--- src/sv/gww_pkg.sv ---
// Shared constants, types and helpers for the greedy word wrap block.
package gww_pkg;

  localparam int MAX_WIDTH = 64;
  localparam int IDX_W     = $clog2(MAX_WIDTH);
  localparam int FILL_W    = IDX_W + 1;
  localparam int BYTE_W    = 8;

  localparam logic [FILL_W-1:0] WIDTH_RESET = FILL_W'(40);
  localparam logic [FILL_W-1:0] WIDTH_MAX   = FILL_W'(MAX_WIDTH);
  localparam logic [FILL_W-1:0] WIDTH_MIN   = FILL_W'(1);

  localparam logic [BYTE_W-1:0] CHAR_SPACE   = 8'h20;
  localparam logic [BYTE_W-1:0] CHAR_TAB     = 8'h09;
  localparam logic [BYTE_W-1:0] CHAR_NEWLINE = 8'h0A;

  // Control word broadcast along the chain of cells.
  typedef struct packed {
    logic              shift;
    logic              load;
    logic [IDX_W-1:0]  idx;
    logic [BYTE_W-1:0] data;
  } chain_ctrl_t;

  // Control word seen by one cell.
  typedef struct packed {
    logic              shift;
    logic              load;
    logic [BYTE_W-1:0] data;
  } cell_ctrl_t;

  function automatic logic is_delim(input logic [BYTE_W-1:0] b);
    return (b == CHAR_SPACE) || (b == CHAR_TAB) || (b == CHAR_NEWLINE);
  endfunction

endpackage

--- src/sv/gww_cell.sv ---
// One byte cell of the line chain: load in place or take the right neighbor's byte.
module gww_cell (
  input  logic                              clk,
  input  gww_pkg::cell_ctrl_t               ctl,
  input  logic [gww_pkg::BYTE_W-1:0]        right_byte,
  output logic [gww_pkg::BYTE_W-1:0]        cell_byte
);

  logic [gww_pkg::BYTE_W-1:0] held;

  always_ff @(posedge clk) begin
    if (ctl.load) begin
      held <= ctl.data;
    end else if (ctl.shift) begin
      held <= right_byte;
    end
  end

  assign cell_byte = held;

endmodule

--- src/sv/gww_chain.sv ---
// Row of byte cells holding the current line; shifts toward cell 0 to drain.
module gww_chain (
  input  logic                         clk,
  input  gww_pkg::chain_ctrl_t         ctl,
  output logic [gww_pkg::BYTE_W-1:0]   head_byte
);

  logic [gww_pkg::BYTE_W-1:0] bytes [gww_pkg::MAX_WIDTH];

  for (genvar i = 0; i < gww_pkg::MAX_WIDTH; i++) begin : g_cell
    gww_pkg::cell_ctrl_t        cctl;
    logic [gww_pkg::BYTE_W-1:0] right;

    always_comb begin
      cctl.shift = ctl.shift;
      cctl.load  = ctl.load && (ctl.idx == gww_pkg::IDX_W'(i));
      cctl.data  = ctl.data;
    end

    if (i == gww_pkg::MAX_WIDTH - 1) begin : g_end
      assign right = '0;
    end else begin : g_mid
      assign right = bytes[i+1];
    end

    gww_cell u_cell (
      .clk        (clk),
      .ctl        (cctl),
      .right_byte (right),
      .cell_byte  (bytes[i])
    );
  end

  assign head_byte = bytes[0];

endmodule

--- src/sv/greedy_word_wrap_core.sv ---
// Top level of the greedy word wrap block: control sequencer over the byte chain.
//
// Usage: text enters one byte per word on the s_axis channel, tlast marking the
// final byte of a text. Wrapped lines leave one byte per word on m_axis; tlast
// marks the last byte of a line and tuser marks the last word caused by one
// input byte. cfg_we/cfg_wdata set the line width (1..64, reset 40; 0 acts as
// 1 and values above 64 act as 64); write it only while the block is idle.
//
// Flow: a byte that closes no line is taken at once and the next byte can
// follow directly. Otherwise the block takes the byte, emits the line's bytes
// one by one out of cell 0 and then leaves the drain; a break also drops the
// break delimiter (when the line is cut there) and then places the new byte,
// and a further line that this byte closes is drained the same way. Draining
// through cell 0 limits how fast text passes.
//
// Reset clears the fill count, break tracking and output valid, and loads the
// width register with 40. The cells themselves are not cleared. When the
// receiver stalls, the output register holds its word and the drain waits;
// a new text byte is taken only once the previous one is fully handled.
module greedy_word_wrap_core (
  input  logic       clk,
  input  logic       rst,
  input  logic       cfg_we,
  input  logic [6:0] cfg_wdata,       // wrap_width
  input  logic       s_axis_tvalid,
  output logic       s_axis_tready,
  input  logic [7:0] s_axis_tdata,    // [7:0] text_byte
  input  logic       s_axis_tlast,    // text_end
  output logic       m_axis_tvalid,
  input  logic       m_axis_tready,
  output logic [7:0] m_axis_tdata,    // [7:0] out_byte
  output logic       m_axis_tlast,    // line_done
  output logic       m_axis_tuser     // [0] run_last
);

  localparam int FW = gww_pkg::FILL_W;
  localparam int IW = gww_pkg::IDX_W;
  localparam int BW = gww_pkg::BYTE_W;

  // Sequencer states.
  localparam logic [1:0] ST_IDLE   = 2'd0;
  localparam logic [1:0] ST_DRAIN  = 2'd1;
  localparam logic [1:0] ST_APPEND = 2'd2;

  logic [1:0]    state, state_next;
  logic [FW-1:0] wrap_width;
  logic [FW-1:0] fill, fill_next;
  logic [IW-1:0] bp, bp_next;
  logic          bv, bv_next;
  logic [FW-1:0] cnt, cnt_next;
  logic          drop, drop_next;
  logic          tail, tail_next;
  logic          final_line, final_line_next;

  // Item held across a break drain.
  logic [BW-1:0] item_byte, item_byte_next;
  logic          app_q, app_q_next;
  logic [FW-1:0] f2_q, f2_q_next;
  logic          bv2_q, bv2_q_next;
  logic [IW-1:0] bp2_q, bp2_q_next;
  logic          later_q, later_q_next;

  // Output register.
  logic          out_valid, out_valid_next;
  logic [BW-1:0] out_byte, out_byte_next;
  logic          out_last, out_last_next;
  logic          out_user, out_user_next;

  gww_pkg::chain_ctrl_t chain_ctl;
  logic [BW-1:0]        head_byte;

  gww_chain u_chain (
    .clk       (clk),
    .ctl       (chain_ctl),
    .head_byte (head_byte)
  );

  // Effective width, clamped to 1..MAX_WIDTH.
  logic [FW-1:0] w_eff;
  always_comb begin
    if (wrap_width == '0) begin
      w_eff = gww_pkg::WIDTH_MIN;
    end else if (wrap_width > gww_pkg::WIDTH_MAX) begin
      w_eff = gww_pkg::WIDTH_MAX;
    end else begin
      w_eff = wrap_width;
    end
  end

  // Break decision for the byte at the input, taken from the current line state.
  logic          in_d, full, a_all, a_part, app, bv1, bv2, later;
  logic [FW-1:0] keep, f1, f2;
  logic [IW-1:0] bp2;

  always_comb begin
    in_d   = gww_pkg::is_delim(s_axis_tdata);
    full   = fill >= w_eff;
    a_all  = full && (in_d || !bv);
    a_part = full && !in_d && bv;
    keep   = fill - {1'b0, bp} - FW'(1);
    if (a_all) begin
      f1 = '0;
    end else if (a_part) begin
      f1 = keep;
    end else begin
      f1 = fill;
    end
    bv1   = full ? 1'b0 : bv;
    app   = !(full && in_d) && !((f1 == '0) && in_d) && !f1[FW-1];
    f2    = f1 + FW'(app);
    bv2   = bv1 | (app & in_d);
    bp2   = (app && in_d) ? f1[IW-1:0] : bp;
    later = ((f2 >= w_eff) && !bv2) || (s_axis_tlast && (f2 != '0));
  end

  logic accept, out_free;
  assign s_axis_tready = (state == ST_IDLE);
  assign accept        = s_axis_tvalid && s_axis_tready;
  assign out_free      = !out_valid || m_axis_tready;

  always_comb begin
    state_next      = state;
    fill_next       = fill;
    bp_next         = bp;
    bv_next         = bv;
    cnt_next        = cnt;
    drop_next       = drop;
    tail_next       = tail;
    final_line_next = final_line;
    item_byte_next  = item_byte;
    app_q_next      = app_q;
    f2_q_next       = f2_q;
    bv2_q_next      = bv2_q;
    bp2_q_next      = bp2_q;
    later_q_next    = later_q;
    out_byte_next   = out_byte;
    out_last_next   = out_last;
    out_user_next   = out_user;
    out_valid_next  = out_valid && !m_axis_tready;
    chain_ctl       = '{shift: 1'b0, load: 1'b0, idx: fill[IW-1:0], data: s_axis_tdata};

    case (state)
      ST_IDLE: begin
        if (accept) begin
          if (full) begin
            // Break first: drain the line (or the part before the last
            // delimiter), then place the byte if it is not a delimiter.
            cnt_next        = a_all ? fill : {1'b0, bp};
            drop_next       = a_part;
            tail_next       = 1'b1;
            final_line_next = !later;
            fill_next       = f1;
            bv_next         = 1'b0;
            item_byte_next  = s_axis_tdata;
            app_q_next      = app;
            f2_q_next       = f2;
            bv2_q_next      = bv2;
            bp2_q_next      = bp2;
            later_q_next    = later;
            state_next      = ST_DRAIN;
          end else begin
            chain_ctl.load = app;
            if (later) begin
              // Line reached the width with no delimiter, or text ended.
              fill_next       = '0;
              bv_next         = 1'b0;
              cnt_next        = f2;
              drop_next       = 1'b0;
              tail_next       = 1'b0;
              final_line_next = 1'b1;
              state_next      = ST_DRAIN;
            end else begin
              fill_next = f2;
              bv_next   = bv2;
              bp_next   = bp2;
            end
          end
        end
      end

      ST_APPEND: begin
        chain_ctl.load = app_q;
        chain_ctl.data = item_byte;
        if (later_q) begin
          fill_next       = '0;
          bv_next         = 1'b0;
          cnt_next        = f2_q;
          drop_next       = 1'b0;
          tail_next       = 1'b0;
          final_line_next = 1'b1;
          state_next      = ST_DRAIN;
        end else begin
          fill_next  = f2_q;
          bv_next    = bv2_q;
          bp_next    = bp2_q;
          state_next = ST_IDLE;
        end
      end

      ST_DRAIN: begin
        if (cnt != '0) begin
          // Advance one byte out of cell 0 when the output slot frees.
          if (out_free) begin
            chain_ctl.shift = 1'b1;
            out_valid_next  = 1'b1;
            out_byte_next   = head_byte;
            out_last_next   = (cnt == FW'(1));
            out_user_next   = (cnt == FW'(1)) && final_line;
            cnt_next        = cnt - FW'(1);
          end
        end else if (drop) begin
          // Drop the break delimiter; carried bytes land at cell 0.
          chain_ctl.shift = 1'b1;
          drop_next       = 1'b0;
        end else begin
          state_next = tail ? ST_APPEND : ST_IDLE;
        end
      end

      default: begin
        state_next = ST_IDLE;
      end
    endcase
  end

  always_ff @(posedge clk) begin
    if (rst) begin
      state      <= ST_IDLE;
      wrap_width <= gww_pkg::WIDTH_RESET;
      fill       <= '0;
      bp         <= '0;
      bv         <= 1'b0;
      cnt        <= '0;
      drop       <= 1'b0;
      tail       <= 1'b0;
      final_line <= 1'b0;
      out_valid  <= 1'b0;
    end else begin
      state      <= state_next;
      fill       <= fill_next;
      bp         <= bp_next;
      bv         <= bv_next;
      cnt        <= cnt_next;
      drop       <= drop_next;
      tail       <= tail_next;
      final_line <= final_line_next;
      out_valid  <= out_valid_next;
      if (cfg_we) begin
        wrap_width <= cfg_wdata;
      end
    end
  end

  always_ff @(posedge clk) begin
    item_byte <= item_byte_next;
    app_q     <= app_q_next;
    f2_q      <= f2_q_next;
    bv2_q     <= bv2_q_next;
    bp2_q     <= bp2_q_next;
    later_q   <= later_q_next;
    out_byte  <= out_byte_next;
    out_last  <= out_last_next;
    out_user  <= out_user_next;
  end

  assign m_axis_tvalid = out_valid;
  assign m_axis_tdata  = out_byte;
  assign m_axis_tlast  = out_last;
  assign m_axis_tuser  = out_user;

  // The last word of an item always closes a line.
  a_run_last_ends_line: assert property (@(posedge clk) disable iff (rst)
    (m_axis_tvalid && m_axis_tuser) |-> m_axis_tlast)
    else $error("run_last without line_done");

  // A held delimiter always lies inside the filled part of the chain.
  a_break_inside: assert property (@(posedge clk) disable iff (rst)
    bv |-> ({1'b0, bp} < fill))
    else $error("break position outside the line");

  // Fill and drain counts never pass the chain length.
  a_fill_bound: assert property (@(posedge clk) disable iff (rst)
    (fill <= gww_pkg::WIDTH_MAX) && (cnt <= gww_pkg::WIDTH_MAX))
    else $error("fill or drain count beyond chain length");

  // An emitted word leaves the drain count one lower.
  a_drain_step: assert property (@(posedge clk) disable iff (rst)
    ((state == ST_DRAIN) && (cnt != '0) && out_free) |=> (cnt == $past(cnt) - FW'(1)))
    else $error("drain count did not advance");

endmodule
--- config.mk ---
export PLATFORM = sky130hd
export DESIGN_NAME = greedy_word_wrap_core
export DESIGN_NICKNAME = d
export VERILOG_FILES = /design/src/sv/gww_pkg.sv /design/src/sv/gww_cell.sv /design/src/sv/gww_chain.sv /design/src/sv/greedy_word_wrap_core.sv
export SDC_FILE = /design/constraint.sdc
export NUM_CORES = 1
export LEC_CHECK = 0
export BUFFER_PORTS_ARGS = -buffer_cell sky130_fd_sc_hd__buf_2
export CAP_MARGIN = 10
export CELL_PAD_IN_SITES_DETAIL_PLACEMENT = 0
export CELL_PAD_IN_SITES_GLOBAL_PLACEMENT = 1
export CORE_ASPECT_RATIO = 1.4
export CORE_MARGIN = 2
export CORE_UTILIZATION = 30
export CTS_BUF_LIST = sky130_fd_sc_hd__clkbuf_8
export DETAILED_ROUTE_END_ITERATION = 10
export GPL_TIMING_DRIVEN = 0
export PLACE_DENSITY = 0.54
export SLEW_MARGIN = 20
export SYNTH_ARGS = -nofsm -noshare
export SYNTH_HDL_FRONTEND = slang
export SYNTH_SLANG_ARGS = --single-unit
--- constraint.sdc ---
create_clock -name clk -period 16.72 [get_ports clk]
set_input_delay 5.016 -clock clk [delete_from_list [all_inputs] [get_ports clk]]
set_output_delay 5.016 -clock clk [all_outputs]
set_load 0.1 [all_outputs]
==> results of run 1 <==
-- power breakdown --
part | leakage, uW | switching (uW) | internal (uW)
combinational | 0.00451 | 981 | 344
clock | 0.000944 | 586 | 532
sequential | 0.00529 | 154 | 2320
-- cell families (layout without fill, tap and decap cells) --
kind of cell	count (synthesis)	count (layout)	share of synthesized area
simple gates	839	839	0.1352
compound gates	649	649	0.1388
flops	580	580	0.6675
buf+inv	195	401	0.03022
fa+ha+maj	29	29	0.01448
mux	24	24	0.009683
xor+xnor	12	12	0.004108
other cells	0	3	0
-- state kept, by name, summed over array words and instances (netlist names), 2 cells and up --
register / cells
u_chain.g_cell.u_cell.cell_byte: 512
item_byte: 8
m_axis_tdata: 8
cnt: 7
f2_q: 7
fill: 7
wrap_width: 7
bp2_q: 6
bp: 6
state: 2
-- critical path, delay by kind of cell --
kind / cells / cell delay (ns)
AOI/OAI and AO/OA: 9 / 3.03
adders and majority gates: 3 / 0.77
and+or+nand+nor: 8 / 2.53
buffers and inverters: 2 / 0.56
xor gates and xnor gates: 1 / 0.59
-- path summary, 6_finish.rpt --
path                                                             from              end
worst max register to register                                fill[0]          fill[5]
worst min-delay path            u_chain.g_cell[0].u_cell.cell_byte[4]  m_axis_tdata[4]
worst max-delay path                                  s_axis_tdata[0]          fill[5]
worst min register to register  u_chain.g_cell[0].u_cell.cell_byte[4]  m_axis_tdata[4]
-- Yosys cell counts (10+ instances only) --
cell	count	area share
nor3_1	25	0.0049
mux2i_1	18	0.0070
inv_1	28	0.0041
nor2_1	181	0.027
a21oi_1	156	0.031
nand2_1	537	0.079
dfxtp_1	34	0.027
nand2b_1	24	0.0059
ha_1	28	0.014
and2_0	13	0.0032
a211oi_1	10	0.0029
o21ai_0	402	0.079
clkbuf_1	140	0.021
buf_2	24	0.0047
edfxtp_1	546	0.64
-- through the flow --
stage	util	hold WS [ns]
floorplan	-	0.4003
global placement	0.3213	0.4044
detailed placement	0.3234	0.4045
CTS	0.3426	0.4194
global route	0.3427	0.4260
finish	0.3427	0.4169
-- layer usage --
layer  track usage  wire length, um
met5             0                0
met4       0.09642             4109
met3       0.02447             2844
met2        0.3007            37320
met1        0.1893            29260
-- final cells by class --
class,instances,area [um^2]
clock inverter,72,356.6
antenna,3,7.507
fill,8398,55440
inverter,28,105.1
multi-input combinational,1553,7810
sequential,580,17080
timing repair buffer,42,256.5
clock buffer,92,1266
buffer,167,668.1
tap,1088,1361
-- cells in the final DEF, fill, tap and decap left out, drive strengths merged, types with 9 or more instances in the layout --
cell type  instances
and2              21
dfxtp             34
mux2i             18
nand3              9
o21ai            409
a21oi            158
nor2b              9
nor3              26
buf               69
edfxtp           546
clkinv            34
ha                28
clkbuf           232
a211oi            11
inv               62
nand2b            24
nor2             181
nand2            538
==> qor.yml, run 1 <==
status: "completed"
clk_path_buf_depth: 3
stdcell_area_um2: 28910
cts-root-buf: "clkbuf_8"
max_freq_ghz: 0.08375
ys_ff_latch: 580
ir_drop_mv: 0.06017
cts_sinks: 580
synthFlopType: "edfxtp_1"
grt-ovfl-total: 0
track_usage: 0.1674
cts_max_level: 3
cts_made_buffers: 91
dr.pass1.iters: 7
cp_common_cell: "ha_1"
endpoint_kind: "register"
min_path_cells: 0
syn_area_um2: 25580
syn_inst: 2328
placed_cell_area_um2: 27280
rsz0062_at_grt: "no"
max_cap_violations: 0
start_util: 0.3033
io_pins: 33
die_area_um2: 87660
via_per_inst: 4.986
max_stage_delay_ns: 0.98
antenna_found_initial: 3
dp_slack_ns: 4.448
fp.dieW_um: 250.8
gp_congestion: 0.8606
area_growth_pct: 12.99
synth_edf_count: 546
drtIter0Drc: 1195
drive_gt1_frac: 0.08524
crit_fanout: 9
grt_max_degree: 25
drtAntennaViolNets: 0
layoutNonFillerInstCount: 3625
synth_warnings: 0
powerDensity_nw_per_um2: 170.2
post-cts-setup-buffers: 0
setup_slack_ns: 4.780
yosysUniqueCellTypes: 71
nets: 2513
relSlewSlack: 0.2107
finalClockSkew_ns: 0.02552
vias: 18075
syn_nets: 2378
ys_seq_area_frac: 0.6675
worst_slew_pin_slew_ns: 1.180
min_period_over_period: 0.7141
cpMaxStageDelayCell: "a2111oi_0"
wl_um: 73540
cp_cell_sequence: "buf_2, nor4b_1, nor3_2, o211ai_1, o2bb2ai_1, or2_1, nor2_1, ha_1, ha_1, clkbuf_1, nand3_1, a2111oi_0, a41o_1, nand2_1, xnor2_1, ha_1, a21o_1, a31oi_1, o31a_1, o211ai_1, nor3_1, nand2_1, a221oi_1"
clk_latency_ns: 0.70
io_buffers: 31
p_leak_uw: 0.01074
first_global_vias: 18363
fin_tns_setup_ns: 0
arrival_ns: 12.52
final-hold-violation-count: 0
cts_hold_buf: 0
drv_slew: 0
ff2ff_path_depth: 25
wl_per_cell_um: 20.29
post_cts_resized: 0
reg2reg_slack_ns: 7.80
coreArea_um2: 84340
dpl.hpwl_um: 52800
die_y_um: 349.5
cts_tree: "done"
min_period_ns: 11.94
drc: 0
avgSynthCellArea_um2: 10.99
power.total_uw: 4919
min_path_type: "register to register"
synthArstFlopShare: 0
row_count: 126
cp-start-kind: "input port"
grt_pass1_wl_um: 111200
setup_viol: 0
path_class: "input port to register"
required_ns: 17.30
dp_cells: 3458
clk_pin_slew_ns: 0.07
Note: power is estimated with default switching activity, not from simulation.
==> inputs of run 2 (changes only) <==
- PLACE_DENSITY: 0.54 -> 0.56
- clock period: 16.72 -> 10 ns (I/O delays scaled with it)
==> run 2 against run 1 <==
  * Sequential cell count is the same
  * Die area is the same
  * Clock power increased by 82%
  * Sequential power grew 67%
  * Critical path type unchanged
==> qor.yml, run 2 (synthesis gave the netlist of run 1 again) <==
powerDensity_nw_per_um2: 288.5  # was 170.2 nW/um^2
endpoint: "fill[1]"  # was fill[5]
cpMaxStageDelayCell: "a2111oi_0"  # unchanged
p_leak_uw: 0.01076  # was 0.01074 uW
grt_pass1_wl_um: 110200  # was 111200 um
cp_common_cell: "ha_1"  # unchanged
drive_gt1_frac: 0.08976  # was 0.08524
cts_tree: "done"  # unchanged
dr.pass1.iters: 7  # unchanged
drtAntennaViolNets: 0  # unchanged
fillers: 8318  # was 8398
status: "completed"  # unchanged
reg2reg_slack_ns: 1.19  # was 7.80 ns
clk_latency_ns: 0.70  # about the same
setup_slack_ns: 0.1698  # was 4.780 ns
cp_cell_sequence: "buf_2, or4_4, o211ai_1, o2bb2ai_1, or2_1, nor2_1, ha_1, ha_1, clkbuf_1, nand3_1, a2111oi_0, a41o_1, nand2_1, xnor2_1, ha_1, a21o_1, a31oi_1, o31a_1, o211ai_1, nor3_1, a21oi_1, a211oi_1"  # was buf_2, nor4b_1, nor3_2, o211ai_1, o2bb2ai_1, or2_1, nor2_1, ha_1, ha_1, clkbuf_1, nand3_1, a2111oi_0, a41o_1, nand2_1, xnor2_1, ha_1, a21o_1, a31oi_1, o31a_1, o211ai_1, nor3_1, nand2_1, a221oi_1
nets: 2509  # was 2513
vias: 17980  # was 18.08k
path_class: "input port to register"  # unchanged
cp-start-kind: "input port"  # unchanged
cts_hold_buf: 0  # unchanged
power_switching_uw: 2866  # was 1721 uW
min_period_ns: 9.830
row_count: 126  # unchanged
min_period_over_period: 0.9830
crit_fanout: 9  # unchanged
cts_sinks: 580  # unchanged
clkPwrFrac: 0.244  # was 0.227
r2r_end: "fill[1]"  # was fill[5]
first_global_vias: 18369  # was 18.36k
setup_viol: 0  # unchanged
whs_ns: 0.4193  # was 0.4169 ns
gp_congestion: 0.8604  # was 0.8606
grt_max_degree: 25  # unchanged
final-hold-violation-count: 0  # unchanged
endpoint_kind: "register"  # unchanged
drc: 0  # unchanged
post_cts_resized: 0  # unchanged
wl_per_cell_um: 20.08  # was 20.29 um
finalClockSkew_ns: 0.03444  # was 0.02552 ns
die_area_um2: 87660  # unchanged
post-cts-setup-buffers: 0  # unchanged
cts_made_buffers: 90  # was 91
ir_drop_mv: 0.1008  # was 0.06017 mV
cts_max_level: 3  # unchanged
relSlewSlack: 0.2281  # was 0.2107
max_freq_ghz: 0.1017
fp.dieW_um: 250.8  # unchanged
area_growth_pct: 13.49  # was 12.99%
grt-ovfl-total: 0  # unchanged
mostFrequentLayoutCell: "edfxtp_1"  # unchanged
track_usage: 0.1654  # was 0.1674
antenna_found_initial: 1  # was 3
clk_pin_slew_ns: 0.06  # was 0.07 ns
crit_start: "s_axis_tdata[7]"  # was s_axis_tdata[0]
min_path_type: "register to register"  # unchanged
p_comb_frac: 0.263  # was 0.269
ff2ff_path_depth: 25  # unchanged
dpl.hpwl_um: 51540  # was 52800 um
largest_reg_flops: 512  # unchanged
clk_path_buf_depth: 3  # unchanged
via_per_inst: 4.967  # was 4.986
arrival_ns: 10.43  # was 12.52 ns
p_seq_frac: 0.494  # was 0.503
dp_slack_ns: -0.2467  # was 4.448 ns
drtIter0Drc: 1152  # was 1195
io_pins: 33  # unchanged
io_buffers: 31  # unchanged
required_ns: 10.60  # was 17.30 ns
max_stage_delay_ns: 0.91  # was 0.98 ns
max_cap_violations: 0  # unchanged
worst_slew_pin_slew_ns: 1.154  # was 1.180 ns
r2r-start: "fill[0]"  # unchanged
cts-root-buf: "clkbuf_8"  # unchanged
coreArea_um2: 84340  # unchanged
drv_slew: 0  # unchanged
wl_um: 72680  # was 73540 um
internal_power_uw: 5511  # was 3198 uW
start_util: 0.3033  # unchanged
rsz0062_at_grt: "no"  # unchanged
die_y_um: 349.5  # unchanged
final_cell_mix: "546 x edfxtp_1, 537 x nand2_1, 402 x o21ai_0"  # unchanged
swShare: 0.3422  # was 0.3499
==> run 2: changes by cell type in the layout (fill, tap and decap cells not counted), moves of 2 or more <==
cell       delta
inv_1        -15
clkinv_2      +9
bufinv_16     +7
buf_4         -2
clkbuf_8      -2
==> run 2: worst min-delay path by stage <==
| stage | slack (ns) | cells after the start | endpoint | startpoint |
|---|---|---|---|---|
| CTS | 0.42 | 0 | m_axis_tdata[3] | u_chain.g_cell[0].u_cell.cell_byte[3] |
| finish | 0.42 | 0 | m_axis_tdata[6] | u_chain.g_cell[0].u_cell.cell_byte[6] |
| global route | 0.43 | 0 | m_axis_tdata[1] | u_chain.g_cell[0].u_cell.cell_byte[1] |
| global placement | 0.41 | 0 | m_axis_tdata[6] | u_chain.g_cell[0].u_cell.cell_byte[6] |
| floorplan | 0.40 | 0 | m_axis_tdata[0] | u_chain.g_cell[0].u_cell.cell_byte[0] |
| detailed placement | 0.41 | 0 | m_axis_tdata[3] | u_chain.g_cell[0].u_cell.cell_byte[3] |
==> run 2: worst max-delay path: cells and delay by family <==
kind                     cells  cell delay [ns]
AO/OA/AOI/OAI               10             3.05
AND/OR/NAND/NOR              6             2.42
adder cells (fa/ha/maj)      3             0.80
XOR/XNOR                     1             0.63
buffers and inverters        2             0.53
==> run 2: final cells by class <==
type                            count  area [um^2]  area share
Antenna cell                        3        7.507   0.0002586
Buffer                            167        668.1     0.02301
Clock buffer                       90         1239     0.04266
Clock inverter                     72        536.8     0.01849
Inverter                           28        105.1    0.003620
Multi-Input combinational cell   1553         7811      0.2690
Sequential cell                   580        17080      0.5881
Tap cell                         1088         1361     0.04688
Timing Repair Buffer               39        230.2    0.007929
==> run 2: power by group through the flow <==
stage          sequential, uW  clock (uW)  combinational (uW)
2_1_floorplan            4170           0                1420
3_3_place_gp             4170           0                2160
3_5_place_dp             4180           0                2200
4_1_cts                  4140        2110                2220
5_1_grt                  4210        2200                2460
6_report                 4140        2040                2200
==> run 2: metal layers <==
| layer | GRT usage | up-vias | part of all wire | wire [um] |
|---|---|---|---|---|
| li1 | - | 8601 | - | - |
| met1 | 0.1822 | 8754 | 0.39 | 28640 |
| met2 | 0.3066 | 472 | 0.52 | 37760 |
| met3 | 0.02715 | 153 | 0.040 | 2908 |
| met4 | 0.08175 | 0 | 0.046 | 3374 |
| met5 | 0 | - | 0 | 0 |
==> run 2: metrics by stage <==
stage | instance area (um^2) | total power [uW] | util | cells | TNS, ns
floorplan | 25580 | 5590 | - | 2328 | 0
CTS | 29030 | 8472 | 0.3441 | 3617 | 0
detailed placement | 27250 | 6378 | 0.3231 | 3455 | -1.588
global route | 29030 | 8870 | 0.3442 | 3619 | 0
finish | 29040 | 8377 | 0.3443 | 3620 | 0
global placement | 27100 | 6328 | 0.3213 | 3447 | -1.516
==> inputs of run 3 (changes only) <==
- CORE_UTILIZATION: 30 -> 25
- PLACE_DENSITY: 0.56 -> 0.48
- RECOVER_POWER: unset -> 100
- clock period: 10 -> 12.3 ns (I/O delays scaled with it)
==> run 3 against run 2 <==
  * The run now ends with max-capacitance violations, max-slew violations left
  * Cell count increased by 6.8%
  * Via count down 0.18%
  * Utilization is 5.7 points lower
  * Hold slack got worse by 0.0023 ns
  * Combinational power is 19% lower
  * Sequential share of layout area shrank 0.20 points
  * First-iteration DRC count rose by 3.7%
  * Largest cell class unchanged
  * Clock power is 23% lower
  * Setup slack improved by 1.6 ns
  * Register-to-register slack improved by 2.1 ns
==> qor.yml, run 3 (synthesis gave the netlist of run 1 again) <==
stdcell_area_um2: 29140  # was 29040 um^2
reg2reg_slack_ns: 3.25  # was 1.19 ns
die_y_um: 382.5  # was 349.5 um
post_cts_resized: 0  # unchanged
r2r-start: "fill[0]"  # unchanged
vias: 17948  # was 17.98k
cts_hold_buf: 0  # unchanged
gp_congestion: 0.8694  # was 0.8604
placed_cell_area_um2: 27580  # was 27250 um^2
drc: 0  # unchanged
crit_fanout: 9  # unchanged
track_usage: 0.1453  # was 0.1654
cts_made_buffers: 93  # was 90
wl_um: 75830  # was 72680 um
dr.pass1.iters: 5  # was 7
drv_slew: 17  # was 0
grt_pass1_wl_um: 114800  # was 110200 um
final_cell_mix: "546 x edfxtp_1, 537 x nand2_1, 407 x o21ai_0"  # was 546 x edfxtp_1, 537 x nand2_1, 402 x o21ai_0
row_count: 138  # was 126
grt-ovfl-total: 0  # unchanged
relSlewSlack: -0.07392  # was 0.2281
drive_gt1_frac: 0.06514  # was 0.08976
whs_ns: 0.4170  # was 0.4193 ns
finalClockSkew_ns: 0.03196  # was 0.03444 ns
via_per_inst: 4.644  # was 4.967
min_path_cells: 0  # unchanged
fin_tns_setup_ns: 0  # unchanged
min_period_ns: 10.54
min_path_type: "register to register"  # unchanged
min_period_over_period: 0.8570
setup_viol: 0  # unchanged
start_util: 0.2524  # was 0.3033
rsz0062_at_grt: "no"  # unchanged
nets: 2513  # was 2509
clk_latency_ns: 0.74  # was 0.70 ns
drtIter0Drc: 1195  # was 1152
coreArea_um2: 101400  # was 84340 um^2
grt_max_degree: 19  # was 25
status: "finished, violations left"  # was completed
required_ns: 12.92  # was 10.60 ns
p_leak_uw: 0.01054  # was 0.01076 uW
powerDensity_nw_per_um2: 230.8  # was 288.5 nW/um^2
r2r_end: "bp[3]"  # was fill[1]
hp-start: "u_chain.g_cell[0].u_cell.cell_byte[5]"  # was u_chain.g_cell[0].u_cell.cell_byte[6]
clk_path_buf_depth: 3  # unchanged
cp-start-kind: "input port"  # unchanged
area_growth_pct: 13.88  # was 13.49%
first_global_vias: 18526  # was 18.37k
whs_endpoint: "m_axis_tdata[5]"  # was m_axis_tdata[6]
endpoint_kind: "register"  # unchanged
mostFrequentLayoutCell: "edfxtp_1"  # unchanged
arrival_ns: 11.16  # was 10.43 ns
cts-root-buf: "clkbuf_8"  # unchanged
ir_drop_mv: 0.1196  # was 0.1008 mV
fillers: 10549  # was 8318
fp.dieW_um: 274.4  # was 250.8 um
io_pins: 33  # unchanged
post-cts-setup-buffers: 0  # unchanged
path_class: "input port to register"  # unchanged
dpl.hpwl_um: 54540  # was 51540 um
clk_pin_slew_ns: 0.06  # about the same
io_buffers: 31  # unchanged
max_cap_violations: 2  # was 0
violations: "max-capacitance violations, max-slew violations"
die_area_um2: 104900  # was 87660 um^2
wl_per_cell_um: 19.62  # was 20.08 um
cts_tree: "done"  # unchanged
cts_sinks: 580  # unchanged
max_freq_ghz: 0.09486
cts_max_level: 3  # unchanged
antenna_found_initial: 2  # was 1
worst_slew_pin_slew_ns: 1.588  # was 1.154 ns
drtAntennaViolNets: 0  # unchanged
ff2ff_path_depth: 25  # unchanged
largest_reg_flops: 512  # unchanged
final-hold-violation-count: 0  # unchanged
run 3: how the worst max path moves through the flow:
stage          slack [ns]       startpoint  cells after the start        to
2_1_floorplan        3.76  s_axis_tdata[7]                     21  state[0]
3_3_place_gp         1.77  s_axis_tdata[0]                     23   fill[1]
3_5_place_dp         1.68  s_axis_tdata[0]                     23     bp[3]
4_1_cts              2.46  s_axis_tdata[0]                     23     bp[3]
5_1_grt              1.29  s_axis_tdata[3]                     23     bp[3]
6_report             1.76  s_axis_tdata[3]                     23     bp[3]
run 3: routing by layer:
layer / track usage / up-vias / share of wire
met5: 0 / - / 0
met4: 0.06743 / 0 / 0.041
met3: 0.02252 / 143 / 0.039
met1: 0.1660 / 8786 / 0.40
li1: - / 8619 / -
met2: 0.2633 / 400 / 0.52
run 3: worst max-delay path, stage by stage:
cell and delay, ns:
clkbuf_1 0.29, nor4bb_1 0.39, nor3_1 0.19, o21ai_0 0.25, nor4b_1 0.12, or2_0 0.33
nor2_1 0.34, ha_1 0.27, ha_1 0.15, clkbuf_1 0.40, nand3_1 0.19, a2111oi_0 0.85
a41o_1 0.22, nand2_1 0.08, xnor2_1 0.45, ha_1 0.34, a21o_1 0.16, a31oi_1 0.36
o31a_1 0.20, o211ai_1 0.19, o21ai_0 1.20, a21oi_1 0.17, a311oi_1 0.32
run 3: per-stage QoR:
stage | cells | total power, uW | worst slack, ns | utilization
floorplan | 2328 | 4545 | 3.759 | -
global placement | 3689 | 5194 | 1.774 | 0.2704
detailed placement | 3698 | 5223 | 1.678 | 0.2721
CTS | 3863 | 6851 | 2.465 | 0.2886
global route | 3865 | 7152 | 1.292 | 0.2875
finish | 3865 | 6724 | 1.759 | 0.2875
run 3: cell type report:
class                           instances  area [um^2]  area share
Antenna cell                            2        5.005   0.0001718
Buffer                                167        633.1     0.02173
Clock buffer                           93         1280     0.04393
Clock inverter                         72        392.9     0.01348
Inverter                               28        105.1    0.003607
Multi-Input combinational cell       1553         7774      0.2668
Sequential cell                       580        17080      0.5861
Tap cell                             1330         1664     0.05712
Timing Repair Buffer                   40        205.2    0.007043
run 3: power by group:
| part | switching (uW) | total (uW) | internal [uW] |
|---|---|---|---|
| logic | 1330 | 1780 | 454 |
| clock network | 803 | 1570 | 768 |
| registers | 212 | 3370 | 3160 |
| total | 2340 | 6720 | 4380 |
